**config.mk**
```make
export PLATFORM = sky130hd
export DESIGN_NAME = headset_jack_hook_detector_unit
export DESIGN_NICKNAME = d
export VERILOG_FILES = /design/src/sv/hjhd_pkg.sv /design/src/sv/hjhd_cfg.sv /design/src/sv/hjhd_jack.sv /design/src/sv/hjhd_hook.sv /design/src/sv/headset_jack_hook_detector_unit.sv
export VERILOG_INCLUDE_DIRS = /design/src /design/src/sv
export SDC_FILE = /design/constraint.sdc
export NUM_CORES = 1
export LEC_CHECK = 0
export BUFFER_PORTS_ARGS = -buffer_cell sky130_fd_sc_hd__buf_2
export CAP_MARGIN = 30
export CORE_UTILIZATION = 58
export CTS_CLUSTER_DIAMETER = 200
export DETAILED_ROUTE_END_ITERATION = 7
export MAX_ROUTING_LAYER = met4
export PLACE_DENSITY = 0.76
export SYNTH_ARGS = -nofsm -noshare
export SYNTH_HDL_FRONTEND = slang
export SYNTH_SLANG_ARGS = --single-unit
```
**constraint.sdc**
```tcl
create_clock -name clk -period 3.3 [get_ports clk]
set_input_delay 0.66 -clock clk [delete_from_list [all_inputs] [get_ports clk]]
set_output_delay 0.66 -clock clk [all_outputs]
set_load 0.01 [all_outputs]
```
**src/sv/headset_jack_hook_detector_unit_defines.svh**
```systemverilog
// Assertion macros shared by the detector RTL.
// No dependencies; the using module must provide clk and arst_n.
`ifndef HEADSET_JACK_HOOK_DETECTOR_UNIT_DEFINES_SVH
`define HEADSET_JACK_HOOK_DETECTOR_UNIT_DEFINES_SVH
`ifndef SYNTH
`define HJHD_ASSERT_IMPL(lbl, ante, cons) \
	lbl: assert property (@(posedge clk) disable iff (!arst_n) (ante) |-> (cons)) \
		else $error("hjhd: same-cycle check failed");
`define HJHD_ASSERT_NEXT(lbl, ante, cons) \
	lbl: assert property (@(posedge clk) disable iff (!arst_n) (ante) |=> (cons)) \
		else $error("hjhd: next-cycle check failed");
`else
`define HJHD_ASSERT_IMPL(lbl, ante, cons)
`define HJHD_ASSERT_NEXT(lbl, ante, cons)
`endif
`endif

```
**src/sv/hjhd_pkg.sv**
```systemverilog
// Shared types, constants and helpers for the headset jack/hook detector.
// No dependencies.
package hjhd_pkg;

	localparam int TIMER_BITS     = 10;
	localparam int STABLE_WINDOWS = 3;
	localparam int CFG_W          = 10;
	localparam int IDX_W          = 3;
	localparam int unsigned TIMER_MAX = (1 << TIMER_BITS) - 1;

	localparam logic [1:0] SW_HEADSET = 2'b01;
	localparam logic [1:0] SW_NO_MIC  = 2'b10;

	typedef logic [TIMER_BITS-1:0] timer_t;

	typedef enum logic [IDX_W-1:0] {
		REG_INSERT_ACTIVE_HIGH,
		REG_HOOK_LINE_PRESENT,
		REG_DETECT_DELAY,
		REG_MIC_DELAY,
		REG_MIC_RETRY_DELAY,
		REG_HOOK_DELAY,
		REG_STABLE_WINDOW
	} reg_idx_t;

	typedef struct packed {
		logic             insert_active_high;
		logic             hook_line_present;
		logic [CFG_W-1:0] detect_delay;
		logic [CFG_W-1:0] mic_delay;
		logic [CFG_W-1:0] mic_retry_delay;
		logic [CFG_W-1:0] hook_delay;
		logic [CFG_W-1:0] stable_window;
	} cfg_t;

	// next-tick view of the jack/mic side, consumed by the hook probe and result register
	typedef struct packed {
		logic       plugged;
		logic       hook_armed;
		logic       report;
		logic [1:0] report_bits;
	} jack_status_t;

	// zero loads as one, values beyond the timer saturate
	function automatic timer_t load_val(logic [CFG_W-1:0] v);
		logic [31:0] wide;
		wide = 32'(v);
		if (wide == 32'd0)
			wide = 32'd1;
		if (wide > 32'(TIMER_MAX))
			wide = 32'(TIMER_MAX);
		return wide[TIMER_BITS-1:0];
	endfunction

	function automatic timer_t count_down(timer_t t);
		return (t != '0) ? t - 1'b1 : '0;
	endfunction

	// window counter after one more stable window: true when the check is done
	function automatic logic window_done(logic [1:0] win_next);
		return (32'(win_next) >= STABLE_WINDOWS) || (win_next == 2'd0);
	endfunction

endpackage

```
**src/sv/hjhd_cfg.sv**
```systemverilog
// Configuration register file of the detector.
// Depends on hjhd_pkg.
module hjhd_cfg (
	input  logic                       clk,
	input  logic                       arst_n,
	input  logic                       cfg_valid,
	output logic                       cfg_ready,
	input  logic [hjhd_pkg::IDX_W-1:0] cfg_index,
	input  logic [hjhd_pkg::CFG_W-1:0] cfg_data,
	output hjhd_pkg::cfg_t             cfg
);

	hjhd_pkg::cfg_t cfg_q;

	assign cfg_ready = 1'b1;
	assign cfg       = cfg_q;

	always_ff @(posedge clk or negedge arst_n) begin
		if (!arst_n) begin
			cfg_q.insert_active_high <= 1'b1;
			cfg_q.hook_line_present  <= 1'b1;
			cfg_q.detect_delay       <= hjhd_pkg::CFG_W'(200);
			cfg_q.mic_delay          <= hjhd_pkg::CFG_W'(300);
			cfg_q.mic_retry_delay    <= hjhd_pkg::CFG_W'(500);
			cfg_q.hook_delay         <= hjhd_pkg::CFG_W'(120);
			cfg_q.stable_window      <= hjhd_pkg::CFG_W'(80);
		end else if (cfg_valid) begin
			case (hjhd_pkg::reg_idx_t'(cfg_index))
				hjhd_pkg::REG_INSERT_ACTIVE_HIGH: cfg_q.insert_active_high <= cfg_data[0];
				hjhd_pkg::REG_HOOK_LINE_PRESENT:  cfg_q.hook_line_present  <= cfg_data[0];
				hjhd_pkg::REG_DETECT_DELAY:       cfg_q.detect_delay       <= cfg_data;
				hjhd_pkg::REG_MIC_DELAY:          cfg_q.mic_delay          <= cfg_data;
				hjhd_pkg::REG_MIC_RETRY_DELAY:    cfg_q.mic_retry_delay    <= cfg_data;
				hjhd_pkg::REG_HOOK_DELAY:         cfg_q.hook_delay         <= cfg_data;
				hjhd_pkg::REG_STABLE_WINDOW:      cfg_q.stable_window      <= cfg_data;
				default: ;
			endcase
		end
	end

endmodule

```
**src/sv/hjhd_jack.sv**
```systemverilog
// Mic probe and jack debounce: switch state, headset flag and hook arming.
// Depends on hjhd_pkg.
module hjhd_jack (
	input  logic                  clk,
	input  logic                  arst_n,
	input  logic                  step,
	input  hjhd_pkg::cfg_t        cfg,
	input  logic                  jack_level,
	input  logic                  hook_level,
	input  logic                  codec_ready,
	output hjhd_pkg::jack_status_t status
);

	typedef enum logic [1:0] {
		PH_IDLE,
		PH_DELAY,
		PH_WINDOW
	} phase_t;

	phase_t           mic_phase_q, mic_phase_d;
	hjhd_pkg::timer_t mic_timer_q, mic_timer_d, mic_dec;
	hjhd_pkg::timer_t jack_timer_q, jack_timer_d, jack_dec;
	logic [1:0]       mic_window_q, mic_window_d, win_next;
	logic [1:0]       report_bits_q, report_bits_d;
	logic             mic_ref_q, mic_ref_d;
	logic             prev_jack_q, jack_pending_q, jack_pending_d;
	logic             plugged_q, plugged_d;
	logic             hook_armed_q, hook_armed_d;
	logic             report, ins;

	always_comb begin
		mic_phase_d    = mic_phase_q;
		mic_timer_d    = mic_timer_q;
		mic_window_d   = mic_window_q;
		mic_ref_d      = mic_ref_q;
		jack_timer_d   = jack_timer_q;
		jack_pending_d = jack_pending_q;
		plugged_d      = plugged_q;
		hook_armed_d   = hook_armed_q;
		report_bits_d  = report_bits_q;
		report         = 1'b0;
		mic_dec        = hjhd_pkg::count_down(mic_timer_q);
		jack_dec       = hjhd_pkg::count_down(jack_timer_q);
		win_next       = mic_window_q + 2'd1;
		ins            = (jack_level == cfg.insert_active_high);

		// mic probe runs first within a tick
		case (mic_phase_q)
			PH_DELAY: begin
				mic_timer_d = mic_dec;
				if (mic_dec == '0) begin
					if (!plugged_q) begin
						report_bits_d = 2'b00;
						report        = 1'b1;
						mic_phase_d   = PH_IDLE;
					end else if (!codec_ready) begin
						mic_timer_d = hjhd_pkg::load_val(cfg.mic_retry_delay);
					end else begin
						mic_ref_d    = hook_level;
						mic_window_d = 2'd0;
						mic_timer_d  = hjhd_pkg::load_val(cfg.stable_window);
						mic_phase_d  = PH_WINDOW;
					end
				end
			end
			PH_WINDOW: begin
				mic_timer_d = mic_dec;
				if (mic_dec == '0) begin
					if (hook_level != mic_ref_q) begin
						mic_phase_d = PH_IDLE;
					end else begin
						mic_window_d = win_next;
						if (hjhd_pkg::window_done(win_next)) begin
							mic_phase_d = PH_IDLE;
							if (!mic_ref_q) begin
								report_bits_d = report_bits_d | hjhd_pkg::SW_NO_MIC;
								if (cfg.hook_line_present)
									hook_armed_d = 1'b1;
							end else begin
								hook_armed_d  = 1'b1;
								report_bits_d = report_bits_d & ~hjhd_pkg::SW_NO_MIC;
							end
							if (!cfg.hook_line_present)
								report_bits_d = report_bits_d | hjhd_pkg::SW_NO_MIC;
							report = 1'b1;
						end else begin
							mic_timer_d = hjhd_pkg::load_val(cfg.stable_window);
						end
					end
				end
			end
			default: mic_phase_d = PH_IDLE;
		endcase

		// jack debounce: later edges are ignored while a delay runs
		if (jack_pending_q) begin
			jack_timer_d = jack_dec;
			if (jack_dec == '0) begin
				jack_pending_d = 1'b0;
				if (ins != plugged_q) begin
					plugged_d = ins;
					if (ins) begin
						report_bits_d = hjhd_pkg::SW_HEADSET;
						if (cfg.hook_line_present) begin
							if (mic_phase_d == PH_IDLE) begin
								mic_phase_d = PH_DELAY;
								mic_timer_d = hjhd_pkg::load_val(cfg.mic_delay);
							end
						end else begin
							report_bits_d = report_bits_d | hjhd_pkg::SW_NO_MIC;
							report        = 1'b1;
						end
					end else begin
						hook_armed_d  = 1'b0;
						report_bits_d = 2'b00;
						report        = 1'b1;
					end
				end
			end
		end else if (jack_level != prev_jack_q) begin
			jack_pending_d = 1'b1;
			jack_timer_d   = hjhd_pkg::load_val(cfg.detect_delay);
		end
	end

	assign status.plugged     = plugged_d;
	assign status.hook_armed  = hook_armed_d;
	assign status.report      = report;
	assign status.report_bits = report_bits_d;

	always_ff @(posedge clk or negedge arst_n) begin
		if (!arst_n) begin
			mic_phase_q    <= PH_IDLE;
			mic_timer_q    <= '0;
			mic_window_q   <= 2'd0;
			mic_ref_q      <= 1'b0;
			prev_jack_q    <= 1'b0;
			jack_timer_q   <= '0;
			jack_pending_q <= 1'b0;
			plugged_q      <= 1'b0;
			hook_armed_q   <= 1'b0;
			report_bits_q  <= 2'b00;
		end else if (step) begin
			mic_phase_q    <= mic_phase_d;
			mic_timer_q    <= mic_timer_d;
			mic_window_q   <= mic_window_d;
			mic_ref_q      <= mic_ref_d;
			prev_jack_q    <= jack_level;
			jack_timer_q   <= jack_timer_d;
			jack_pending_q <= jack_pending_d;
			plugged_q      <= plugged_d;
			hook_armed_q   <= hook_armed_d;
			report_bits_q  <= report_bits_d;
		end
	end

endmodule

```
**src/sv/hjhd_hook.sv**
```systemverilog
// Hook key probe: debounced press/release events.
// Depends on hjhd_pkg; uses the next-tick jack status from hjhd_jack.
module hjhd_hook (
	input  logic                  clk,
	input  logic                  arst_n,
	input  logic                  step,
	input  hjhd_pkg::cfg_t        cfg,
	input  logic                  hook_level,
	input  logic                  codec_ready,
	input  hjhd_pkg::jack_status_t status,
	output logic                  key_event,
	output logic                  key_pressed
);

	typedef enum logic [1:0] {
		PH_IDLE,
		PH_DELAY,
		PH_WINDOW
	} phase_t;

	phase_t           hook_phase_q, hook_phase_d;
	hjhd_pkg::timer_t hook_timer_q, hook_timer_d, hook_dec;
	logic [1:0]       hook_window_q, hook_window_d, win_next;
	logic             hook_ref_q, hook_ref_d;
	logic             key_down_q, key_down_d;
	logic             prev_hook_q;

	always_comb begin
		hook_phase_d  = hook_phase_q;
		hook_timer_d  = hook_timer_q;
		hook_window_d = hook_window_q;
		hook_ref_d    = hook_ref_q;
		key_down_d    = key_down_q;
		key_event     = 1'b0;
		key_pressed   = 1'b0;
		hook_dec      = hjhd_pkg::count_down(hook_timer_q);
		win_next      = hook_window_q + 2'd1;

		case (hook_phase_q)
			PH_DELAY: begin
				hook_timer_d = hook_dec;
				if (hook_dec == '0) begin
					if (!status.plugged || !codec_ready) begin
						hook_phase_d = PH_IDLE;
					end else begin
						hook_ref_d    = hook_level;
						hook_window_d = 2'd0;
						hook_timer_d  = hjhd_pkg::load_val(cfg.stable_window);
						hook_phase_d  = PH_WINDOW;
					end
				end
			end
			PH_WINDOW: begin
				hook_timer_d = hook_dec;
				if (hook_dec == '0) begin
					if (hook_level != hook_ref_q) begin
						hook_phase_d = PH_IDLE;
					end else begin
						hook_window_d = win_next;
						if (hjhd_pkg::window_done(win_next)) begin
							hook_phase_d = PH_IDLE;
							// line low means pressed
							if (!hook_ref_q != key_down_q) begin
								key_down_d  = !hook_ref_q;
								key_event   = 1'b1;
								key_pressed = !hook_ref_q;
							end
						end else begin
							hook_timer_d = hjhd_pkg::load_val(cfg.stable_window);
						end
					end
				end
			end
			default: begin
				hook_phase_d = PH_IDLE;
				if (status.hook_armed && cfg.hook_line_present && hook_level != prev_hook_q) begin
					hook_phase_d = PH_DELAY;
					hook_timer_d = hjhd_pkg::load_val(cfg.hook_delay);
				end
			end
		endcase
	end

	always_ff @(posedge clk or negedge arst_n) begin
		if (!arst_n) begin
			hook_phase_q  <= PH_IDLE;
			hook_timer_q  <= '0;
			hook_window_q <= 2'd0;
			hook_ref_q    <= 1'b0;
			key_down_q    <= 1'b0;
			prev_hook_q   <= 1'b1;
		end else if (step) begin
			hook_phase_q  <= hook_phase_d;
			hook_timer_q  <= hook_timer_d;
			hook_window_q <= hook_window_d;
			hook_ref_q    <= hook_ref_d;
			key_down_q    <= key_down_d;
			prev_hook_q   <= hook_level;
		end
	end

endmodule

```
**src/sv/headset_jack_hook_detector_unit.sv**
```systemverilog
// Headset jack / hook key detector, top level.
// Depends on hjhd_pkg, hjhd_cfg, hjhd_jack, hjhd_hook and the assertion macro header.
//
// Usage:
//  - Input channel (in_valid/in_stall): one beat per millisecond tick carrying
//    jack_level, hook_level and codec_ready.
//  - Output channel (out_valid/out_stall): exactly one result beat per input
//    beat, in order: switch bits, report/key pulses, speaker_on, hook_enabled.
//  - Config channel (cfg_valid/cfg_ready, cfg_index, cfg_data): cfg_ready is
//    always high; write registers only while no tick is in flight.
// Pipeline: a beat is registered in the input stage and is evaluated on its way
// into the result register, which drives out_valid; while out_stall holds a
// waiting result, the beat stays in the input stage.
// Throughput: one tick per cycle unless out_stall holds a result; the evaluation
// is a single pass of counter decrements and flag updates between the two registers.
// Stall: when out_stall holds a waiting result, the input stage still takes
// one more beat; in_stall rises only when both stages are full.
// Reset (arst_n low): all detector state returns to headset out, hook up,
// probes idle, and the config registers return to their default values.
module headset_jack_hook_detector_unit (
	input  logic                       clk,
	input  logic                       arst_n,
	// tick input
	input  logic                       in_valid,
	output logic                       in_stall,
	input  logic                       jack_level,
	input  logic                       hook_level,
	input  logic                       codec_ready,
	// result output
	output logic                       out_valid,
	input  logic                       out_stall,
	output logic                       headset_present,
	output logic                       no_mic,
	output logic                       state_report,
	output logic                       key_event,
	output logic                       key_pressed,
	output logic                       speaker_on,
	output logic                       hook_enabled,
	// configuration writes
	input  logic                       cfg_valid,
	output logic                       cfg_ready,
	input  logic [hjhd_pkg::IDX_W-1:0] cfg_index,
	input  logic [hjhd_pkg::CFG_W-1:0] cfg_data
);

`include "headset_jack_hook_detector_unit_defines.svh"

	hjhd_pkg::cfg_t         cfg;
	hjhd_pkg::jack_status_t status;

	// input stage
	logic valid_s1;
	logic jack_level_s1, hook_level_s1, codec_ready_s1;

	// result register
	logic out_valid_q;
	logic headset_present_q, no_mic_q, state_report_q;
	logic key_event_q, key_pressed_q, speaker_on_q, hook_enabled_q;

	logic advance, in_take;
	logic key_event_c, key_pressed_c;

	// stage 1 moves into the result register when that is empty or being drained
	assign advance  = valid_s1 && (!out_valid_q || !out_stall);
	assign in_stall = valid_s1 && !advance;
	assign in_take  = in_valid && !in_stall;

	hjhd_cfg u_cfg (
		.clk       (clk),
		.arst_n    (arst_n),
		.cfg_valid (cfg_valid),
		.cfg_ready (cfg_ready),
		.cfg_index (cfg_index),
		.cfg_data  (cfg_data),
		.cfg       (cfg)
	);

	hjhd_jack u_jack (
		.clk         (clk),
		.arst_n      (arst_n),
		.step        (advance),
		.cfg         (cfg),
		.jack_level  (jack_level_s1),
		.hook_level  (hook_level_s1),
		.codec_ready (codec_ready_s1),
		.status      (status)
	);

	hjhd_hook u_hook (
		.clk         (clk),
		.arst_n      (arst_n),
		.step        (advance),
		.cfg         (cfg),
		.hook_level  (hook_level_s1),
		.codec_ready (codec_ready_s1),
		.status      (status),
		.key_event   (key_event_c),
		.key_pressed (key_pressed_c)
	);

	// handshake control
	always_ff @(posedge clk or negedge arst_n) begin
		if (!arst_n) begin
			valid_s1    <= 1'b0;
			out_valid_q <= 1'b0;
		end else begin
			if (in_take)
				valid_s1 <= 1'b1;
			else if (advance)
				valid_s1 <= 1'b0;
			if (advance)
				out_valid_q <= 1'b1;
			else if (!out_stall)
				out_valid_q <= 1'b0;
		end
	end

	// payload registers, no reset needed
	always_ff @(posedge clk) begin
		if (in_take) begin
			jack_level_s1  <= jack_level;
			hook_level_s1  <= hook_level;
			codec_ready_s1 <= codec_ready;
		end
		if (advance) begin
			headset_present_q <= status.report_bits[0];
			no_mic_q          <= status.report_bits[1];
			state_report_q    <= status.report;
			key_event_q       <= key_event_c;
			key_pressed_q     <= key_pressed_c;
			speaker_on_q      <= (status.report_bits == 2'b00);
			hook_enabled_q    <= status.hook_armed;
		end
	end

	assign out_valid       = out_valid_q;
	assign headset_present = headset_present_q;
	assign no_mic          = no_mic_q;
	assign state_report    = state_report_q;
	assign key_event       = key_event_q;
	assign key_pressed     = key_pressed_q;
	assign speaker_on      = speaker_on_q;
	assign hook_enabled    = hook_enabled_q;

	// a blocked tick stays in stage 1
	`HJHD_ASSERT_NEXT(a_s1_hold, valid_s1 && !advance, valid_s1)
	// an accepted tick always lands in stage 1
	`HJHD_ASSERT_NEXT(a_s1_fill, in_take, valid_s1)
	// a drained result with nothing behind it leaves the output empty
	`HJHD_ASSERT_NEXT(a_out_drain, out_valid_q && !out_stall && !advance, !out_valid_q)
	// press flag only rides along with a key event
	`HJHD_ASSERT_IMPL(a_key_quiet, out_valid_q && !key_event_q, !key_pressed_q)

endmodule
```
==> reports/results.env, run 1 <==
STATUS='completed'
CLOCK.FMAX_MHz=319
DRV_CAP=0
CLK_LATENCY_NS=0.40
DRIVE_ABOVE_1_SHARE_PCT=24.3
FLOP2FLOP_SETUP_SLACK_NS=0.17
YOSYSMOSTFREQUENTCELL='sky130_fd_sc_hd__dfrtp_1'
DPL_CELL_AREA_UM2=6840
NUMBER_OF_SYNTHESIZED_REGISTER_BITS=112
AREA_GROWTH_PCT=9.15
SYNTH.LIB_CELLS_USED.DISTINCT=72
FINAL_CORE_UTILIZATION_PCT=65.1
TRITONCTS_CLOCK_TREE='yes'
FINAL_NETS=728
CLOCK_TREE.ROOT_CELL='sky130_fd_sc_hd__clkbuf_8'
GRT-OVFL-TOTAL=0
IO_PINS=31
STD_CELL_ROWS=38
CRITICAL_PATH_CLASS='reg2reg'
DETAIL_ROUTE.WIRELENGTH_MM=16.7
SYNTH.TOP_CELLS.BY_AREA='sky130_fd_sc_hd__dfrtp_1 31%, sky130_fd_sc_hd__mux2_2 9.7%, sky130_fd_sc_hd__dfstp_2 8.9%'
POST_SYNTH.CELL_AREA_AVG_UM2=9.75
ROUTER_ITERATIONS_BEFORE_ANTENNA_REPAIR=5
SYNTHESIZED_INSTANCE_COUNT=666
WORSTSETUPENDPOINT='u_jack.mic_timer_q[5]'
RSZ0062_AT_GRT='false'
GRT_PASS1_VIAS=5300
GRT_ANTENNA_BEFORE_REPAIR=0
HPWL_AFTER_DETAILED_PLACEMENT_MM=12.3
GRT_PASS1_WL_MM=27.6
NUM_ANTENNA_CELLS=0
WORST-SLEW-PIN-TRANSITION_NS=0.983
TIMING.FINAL.HOLD_VIOLATIONS=0
POST_CTS_HOLD_BUFFER_COUNT=0
DIE_Y_UM=108
MAPPEDNETLISTNETS=696
CP_DATA_REQUIRED_TIME_NS=3.58
SETUP_TNS_NS=0
CRITICAL_PATH.STARTPOINT_TYPE='register'
FINAL_AREA_UM2=7090
FINALMAXSLEWVIOLATIONS=0
NETLIST.TOP_CELL.BY_AREA='sky130_fd_sc_hd__dfrtp_1'
CLOCK_TRANSITION_AT_THE_REGISTER_CLOCK_PINS_ON_THE_WORST_SETUP_AND_HOLD_PATHS_AFTER_CTS_NS=0.10
HTREEDEPTH=3
FILLCELLCOUNT=914
ENDPOINT_KIND='register'
WORST-PATH-MAX-FANOUT=8
VIAS=5564
CTS.SINK_COUNT=112
WORST_HOLD_PATH_TYPE='in2async'
DETAIL_ROUTE.VIAS_PER_CELL=6.60
YOSYSSEQAREASHARE_PCT=44.4
FIN_SKEW_NS=0.0163
FLOORPLAN.DIE_AREA_UM2=11600
GRTUSAGETOTAL_PCT=32.1
MIN_PERIOD_OVER_PERIOD_PCT=94.9
PORT_BUFFERS=29
LAUNCHING_ELEMENT_OF_THE_WORST_SETUP_PATH='u_jack.mic_timer_q[3]'
REGTOREGENDPOINT='u_jack.mic_timer_q[5]'
CORE_UM2=10900
PLACE_CONGESTION=0.933
P_LEAK_uW=0.00292
TOTAL_OF_WARNINGS_RAISED_BY_YOSYS=0
SETUP_VIOL=0
DIE_W_UM=108
SYNTHDOMINANTCELLAREASHARE_PCT=30.8
GRT_START_MAX_NET_PINS=56
MAX-SLEW-MARGIN-REL_PCT=34.1
POST-CTS-SETUP-BUFFERS=0
FF2FF_PATH_DEPTH=7
POWER.IR.VDD_WORST_uV=440
POST_CTS_RESIZE_COUNT=0
CLOCKBUFFERDEPTH=2
CRITICAL_PATH_ARRIVAL_NS=3.41
FINALWORSTPATHREQUIREDPERIOD_NS=3.13
ROUTEDWLPERCELL_UM=19.8
DOMINANTREGCELLSYNTH='sky130_fd_sc_hd__dfrtp_1'
ASYNC_FLOP_SHARE_PCT=91.1
FF_TO_FF_START='u_jack.mic_timer_q[3]'
SYN-CELL-AREA_UM2=6490
DETAILEDROUTE.FIRSTITERATIONVIOLATIONS=624
ROUTE.ANTENNA.REMAINING_NETS=0
SYNTH.TOP_CELLS.BY_COUNT='80 x sky130_fd_sc_hd__dfrtp_1, 56 x sky130_fd_sc_hd__mux2_2, 54 x sky130_fd_sc_hd__nor2_1'
TRITONCTS.NUM_BUFFERS=9
DRT_DRC_VIOLATIONS_LEFT=0
INITIAL_CELL_DENSITY_OF_THE_CORE_PCT=59.6
POWER_DENSITY_nW_PER_UM2=568
SYNTH_EDF_COUNT=10
flip-flops by register name (all words and copies together) (netlist names), 2 cells and up:
name,cells
u_jack.report_bits_q,2
u_hook.hook_phase_q,2
u_jack.mic_phase_q,2
u_jack.jack_timer_q,10
u_jack.mic_timer_q,10
u_cfg.cfg,52
u_hook.hook_window_q,2
u_jack.mic_window_q,2
u_hook.hook_timer_q,10
worst min path at each step:
stage                            start                endpoint  slack (ns)  cells past startpoint
CTS                             arst_n   u_jack.mic_phase_q[1]        0.30                      1
floorplan                       arst_n               out_valid        0.36                      0
detailed placement  u_hook.prev_hook_q      u_hook.prev_hook_q        0.47                      2
global route                    arst_n  u_hook.hook_timer_q[5]        0.32                      1
finish                          arst_n               out_valid        0.29                      1
global placement    u_hook.prev_hook_q      u_hook.prev_hook_q        0.45                      2
metal layers:
metal | up-vias | routed length, um | global-route usage (%)
li1 | 2556 | - | -
met1 | 2751 | 7460 | 44.1
met2 | 227 | 7750 | 46.6
met3 | 30 | 1130 | 7.63
met4 | 0 | 357 | 10.7
met5 | - | 0 | -
layout by cell type (no fill, tap or decap), drive strengths merged, types with 6 or more instances in the layout:
master   n
dfrtp   80
mux2    56
nor2    54
nand2   51
buf     49
o21ai   46
nor3    33
a21oi   32
inv     31
dfstp   22
a31oi   18
nand3   16
a221o   12
a211oi  11
nor2b   11
nor4    11
clkbuf  10
edfxtp  10
ha       9
or3      8
o31ai    8
o211ai   8
xnor2    7
and3     7
mux2i    7
xor2     6
o22ai    6
a22oi    6
and2     6
cell families (layout without fill, tap and decap cells):
group	Yosys count	count (layout)	synth area share, %
other cells	1	1	0.0578
simple gates	227	227	17.8
compound gates	186	186	19.8
xor+xnor	13	13	1.75
fa+ha+maj	9	9	1.73
mux	63	63	10.8
flops	112	112	44.4
buf+inv	55	92	3.62
through the flow:
step | hold WS, ns | worst slack (ns) | instances | power (uW)
global placement | 0.453 | 0.223 | 827 | 3120
finish | 0.286 | 0.169 | 843 | 4030
global route | 0.320 | 0.00177 | 843 | 4270
detailed placement | 0.472 | 0.0583 | 827 | 3180
CTS | 0.296 | 0.0412 | 843 | 4000
floorplan | 0.364 | 0.317 | 666 | 2790
power breakdown:
group	switching (uW)	internal [uW]	leakage (uW)	total, uW
clock network	512	316	0.000103	828
registers	353	1720	0.00130	2070
logic	630	498	0.00152	1130
total	1500	2530	0.00292	4030
final cells by class:
class	count	area, um^2	share of cell area [%]
clock inverter	6	57.6	0.812
multi-input combinational	499	3420	48.3
sequential	112	2880	40.6
inverter	27	101	1.43
clock buffer	10	138	1.94
timing repair buffer	49	310	4.38
tap	140	175	2.47
critical path, cell delays in order (launching register included):
cell and delay (ns):
sky130_fd_sc_hd__dfrtp_1 0.46, sky130_fd_sc_hd__or4_4 0.60, sky130_fd_sc_hd__or4_4 0.46, sky130_fd_sc_hd__mux2i_2 0.18, sky130_fd_sc_hd__and2_2 0.29, sky130_fd_sc_hd__and3_1 0.29, sky130_fd_sc_hd__a221o_1 0.41, sky130_fd_sc_hd__a221o_1 0.33
Power figures use the tool's default switching activity.
==> inputs of run 2 (changes only) <==
Settings changed: RECOVER_POWER set to 50, SYNTH_HIERARCHICAL set to 1.
==> reports/results.env, run 2 <==
CORE_UM2=11500
NUMBER_OF_SYNTHESIZED_REGISTER_BITS=112
VIOLATIONS='design-rule violations, max-capacitance violations, max-slew violations'
DETAIL_ROUTE.WIRELENGTH_MM=20.4
VIAS=6314
DETAIL_ROUTE.VIAS_PER_CELL=6.82
YOSYSMOSTFREQUENTCELL='sky130_fd_sc_hd__dfrtp_1'
ROUTE.ANTENNA.REMAINING_NETS=0
SYNTH_EDF_COUNT=10
MAPPEDNETLISTNETS=741
CLOCK.FMAX_MHz=303
GRT_START_MAX_NET_PINS=74
POST_CTS_HOLD_BUFFER_COUNT=0
STATUS='complete, but fails checks'
LAYOUT.CELLS.MOST_COMMON='sky130_fd_sc_hd__dfrtp_1'
GRT-OVFL-TOTAL=0
PATH_DELAY_FAMILY='compound AO/OA/AOI/OAI gates'
SYNTHDOMINANTCELLAREASHARE_PCT=28.9
POWER_DENSITY_nW_PER_UM2=579
GRTUSAGETOTAL_PCT=34.8
P_LEAK_uW=0.00331
SYNTH.LIB_CELLS_USED.DISTINCT=89
DRT_DRC_VIOLATIONS_LEFT=6
SYNTH.TOP_CELLS.BY_AREA='sky130_fd_sc_hd__dfrtp_1 29%, sky130_fd_sc_hd__dfstp_2 8.3%, sky130_fd_sc_hd__mux2_2 6.5%'
ROUTEDWLPERCELL_UM=22.1
CP_CELL_SEQUENCE='inv_1 > ha_2 > or3b_4 > o32ai_2 > and3_2 > nand3_4 > o32a_1 > a311o_2 > and2_4 > and3_4 > a221oi_2 > o21ai_1'
ENDPOINT_KIND='register'
CRITICAL_PATH_CLASS='reg2reg'
HPWL_AFTER_DETAILED_PLACEMENT_MM=14.8
AREA_GROWTH_PCT=18.0
DRV_CAP=1
DRIVE_ABOVE_1_SHARE_PCT=32.6
CRITICAL_PATH.MAX_STAGE_DELAY_NS=0.45
NUM_ANTENNA_CELLS=0
SYN-CELL-AREA_UM2=6930
MAX-SLEW-MARGIN-REL_PCT=-16.3
FINALMAXSLEWVIOLATIONS=31
CRITICAL_PATH.STARTPOINT_TYPE='register'
IO_PINS=31
COUNT_OF_PLACED_STANDARD_CELLS_IN_THE_FINAL_LAYOUT_FILLERS_LEFT_OUT=926
GRT_ANTENNA_BEFORE_REPAIR=0
ROUTER_ITERATIONS_BEFORE_ANTENNA_REPAIR=8
NUMBER_OF_FLIP_FLOPS_IN_THE_LARGEST_REGISTER=52
CLK_LATENCY_NS=0.37
GRT_PASS1_WL_MM=32.4
CP_DATA_REQUIRED_TIME_NS=3.53
POST_SYNTH.CELL_AREA_AVG_UM2=9.76
DOMINANTREGCELLSYNTH='sky130_fd_sc_hd__dfrtp_1'
POWER.IR.VDD_WORST_uV=682
DP_CELLS=896
DIE_W_UM=111
PORT_BUFFERS=29
YOSYSSEQAREASHARE_PCT=41.6
NETLIST.TOP_CELL.BY_AREA='sky130_fd_sc_hd__dfrtp_1'
WORST-SLEW-PIN-TRANSITION_NS=1.74
CRITPATHSLOWESTCELL='sky130_fd_sc_hd__a311o_2'
SYNTH.TOP_CELLS.BY_COUNT='80 x sky130_fd_sc_hd__dfrtp_1, 58 x sky130_fd_sc_hd__nor2_1, 41 x sky130_fd_sc_hd__nand2_1'
GRT_PASS1_VIAS=6011
WORST_HOLD_PATH_TYPE='in2reg'
WORST-PATH-MAX-FANOUT=6
FINAL_NETS=809
MIN_PERIOD_OVER_PERIOD_PCT=99.9
TRITONCTS_CLOCK_TREE='yes'
RSZ0062_AT_GRT='true'
STD_CELL_ROWS=39
TOTAL_OF_WARNINGS_RAISED_BY_YOSYS=6
FLOORPLAN.DIE_AREA_UM2=12400
CRITICAL_PATH_ARRIVAL_NS=3.53
FINALWORSTPATHREQUIREDPERIOD_NS=3.30
HOLD_SLACK_NS=0.466
DETAILEDROUTE.FIRSTITERATIONVIOLATIONS=613
DIE_Y_UM=111
CP_NUM_BUF_INV=1
PLACE_CONGESTION=0.964
CLOCK_TRANSITION_AT_THE_REGISTER_CLOCK_PINS_ON_THE_WORST_SETUP_AND_HOLD_PATHS_AFTER_CTS_NS=0.08
SYNTHESIZED_INSTANCE_COUNT=710
TRITONCTS.NUM_BUFFERS=9
TIMING.FINAL.HOLD_VIOLATIONS=0
FIN_SKEW_NS=0.0149
SETUP_VIOL=0
FINAL_CELL_MIX='80 x sky130_fd_sc_hd__dfrtp_1, 62 x sky130_fd_sc_hd__buf_4, 57 x sky130_fd_sc_hd__nor2_1, 40 x sky130_fd_sc_hd__mux2_2, 39 x sky130_fd_sc_hd__nand2_1'
CTS.SINK_COUNT=112
CLOCK_TREE.ROOT_CELL='sky130_fd_sc_hd__clkbuf_16'
HTREEDEPTH=3
CLOCKBUFFERDEPTH=2
ASYNC_FLOP_SHARE_PCT=91.1
INITIAL_CELL_DENSITY_OF_THE_CORE_PCT=60.2
[run 2: changes by cell type in the layout (fill, tap and decap cells not counted), moves of 12 or more]
cell                      delta
sky130_fd_sc_hd__buf_4      +42
sky130_fd_sc_hd__nand4_1    +18
sky130_fd_sc_hd__mux2_2     -16
sky130_fd_sc_hd__o21ai_0    -14
sky130_fd_sc_hd__mux2_4     +20
sky130_fd_sc_hd__nand2_1    -12
[run 2: path summary, 6_finish.rpt]
check / start / to / slack (ns) / depth (start not counted)
worst max-delay path: u_jack/jack_timer_q[1] / u_hook/hook_timer_q[4] / 0.004 / 12
worst min-delay path: jack_level / jack_level_s1 / 0.47 / 1
worst max register to register: u_jack/jack_timer_q[1] / u_hook/hook_timer_q[4] / 0.004 / 12
worst min register to register: u_jack/report_bits_q[0] / u_jack/report_bits_q[0] / 0.50 / 2
max in group asynchronous: arst_n / u_cfg/cfg[48] / 0.66 / 2
min in group asynchronous: arst_n / u_hook/key_down_q / 0.74 / 1
[run 2: layout make-up]
class	instances	area, um^2
Multi-Input combinational cell	521	3960
Sequential cell	112	2880
Inverter	39	149
Clock buffer	10	239
Timing Repair Buffer	95	684
Fill cell	865	3340
Tap cell	143	179
Clock inverter	6	83.8
[run 2: layer usage]
metal	share of wire, %	global-route usage [%]	up-vias
li1	-	-	2838
met1	41	45.6	3088
met2	48	55.6	326
met3	7.6	5.74	62
met4	2.8	11.0	0
met5	0	-	-
[run 2: cell families after synthesis]
kind of cell / Yosys count / share of synthesized area [%]
simple gates: 254 / 20.1
flops: 112 / 41.6
compound gates: 173 / 17.7
mux: 68 / 12.0
buf+inv: 78 / 5.02
other cells: 1 / 0.0541
fa+ha+maj: 10 / 1.81
xor+xnor: 14 / 1.77
[run 2: through the flow]
stage / total power (uW) / util (%) / cell area [um^2] / worst slack, ns / setup TNS, ns
after floorplan: 2850 / - / 6990 / -0.0746 / -0.344
after global placement: 3290 / 65.5 / 7540 / 0.0900 / 0
after detailed placement: 3360 / 65.5 / 7540 / -0.0819 / -0.439
after CTS: 4620 / 69.1 / 7950 / 0.00000622 / 0
after global routing: 4950 / 71.0 / 8180 / -0.164 / -0.523
final: 4730 / 71.0 / 8180 / 0.00420 / 0
[run 2: where the power goes]
| part | internal (uW) | switching, uW |
|---|---|---|
| combinational | 731 | 791 |
| clock | 629 | 545 |
| sequential | 1700 | 339 |
[run 2: repair_timing]
action | CTS | global route
buffers inserted | 7 | 4
pin swaps | 6 | 14
gates cloned | 0 | 3
resized for setup | 10 | 41
endpoints found under the setup margin | 8 | 18
[run 2: worst register-to-register path: cells and delay by family (launching register included)]
kind                       cells  cell delay (ns)
AOI/OAI and AO/OA              5             1.32
buffers and inverters          1             0.07
and+or+nand+nor                5             1.21
adders and majority gates      1             0.17
DFF                            1             0.40
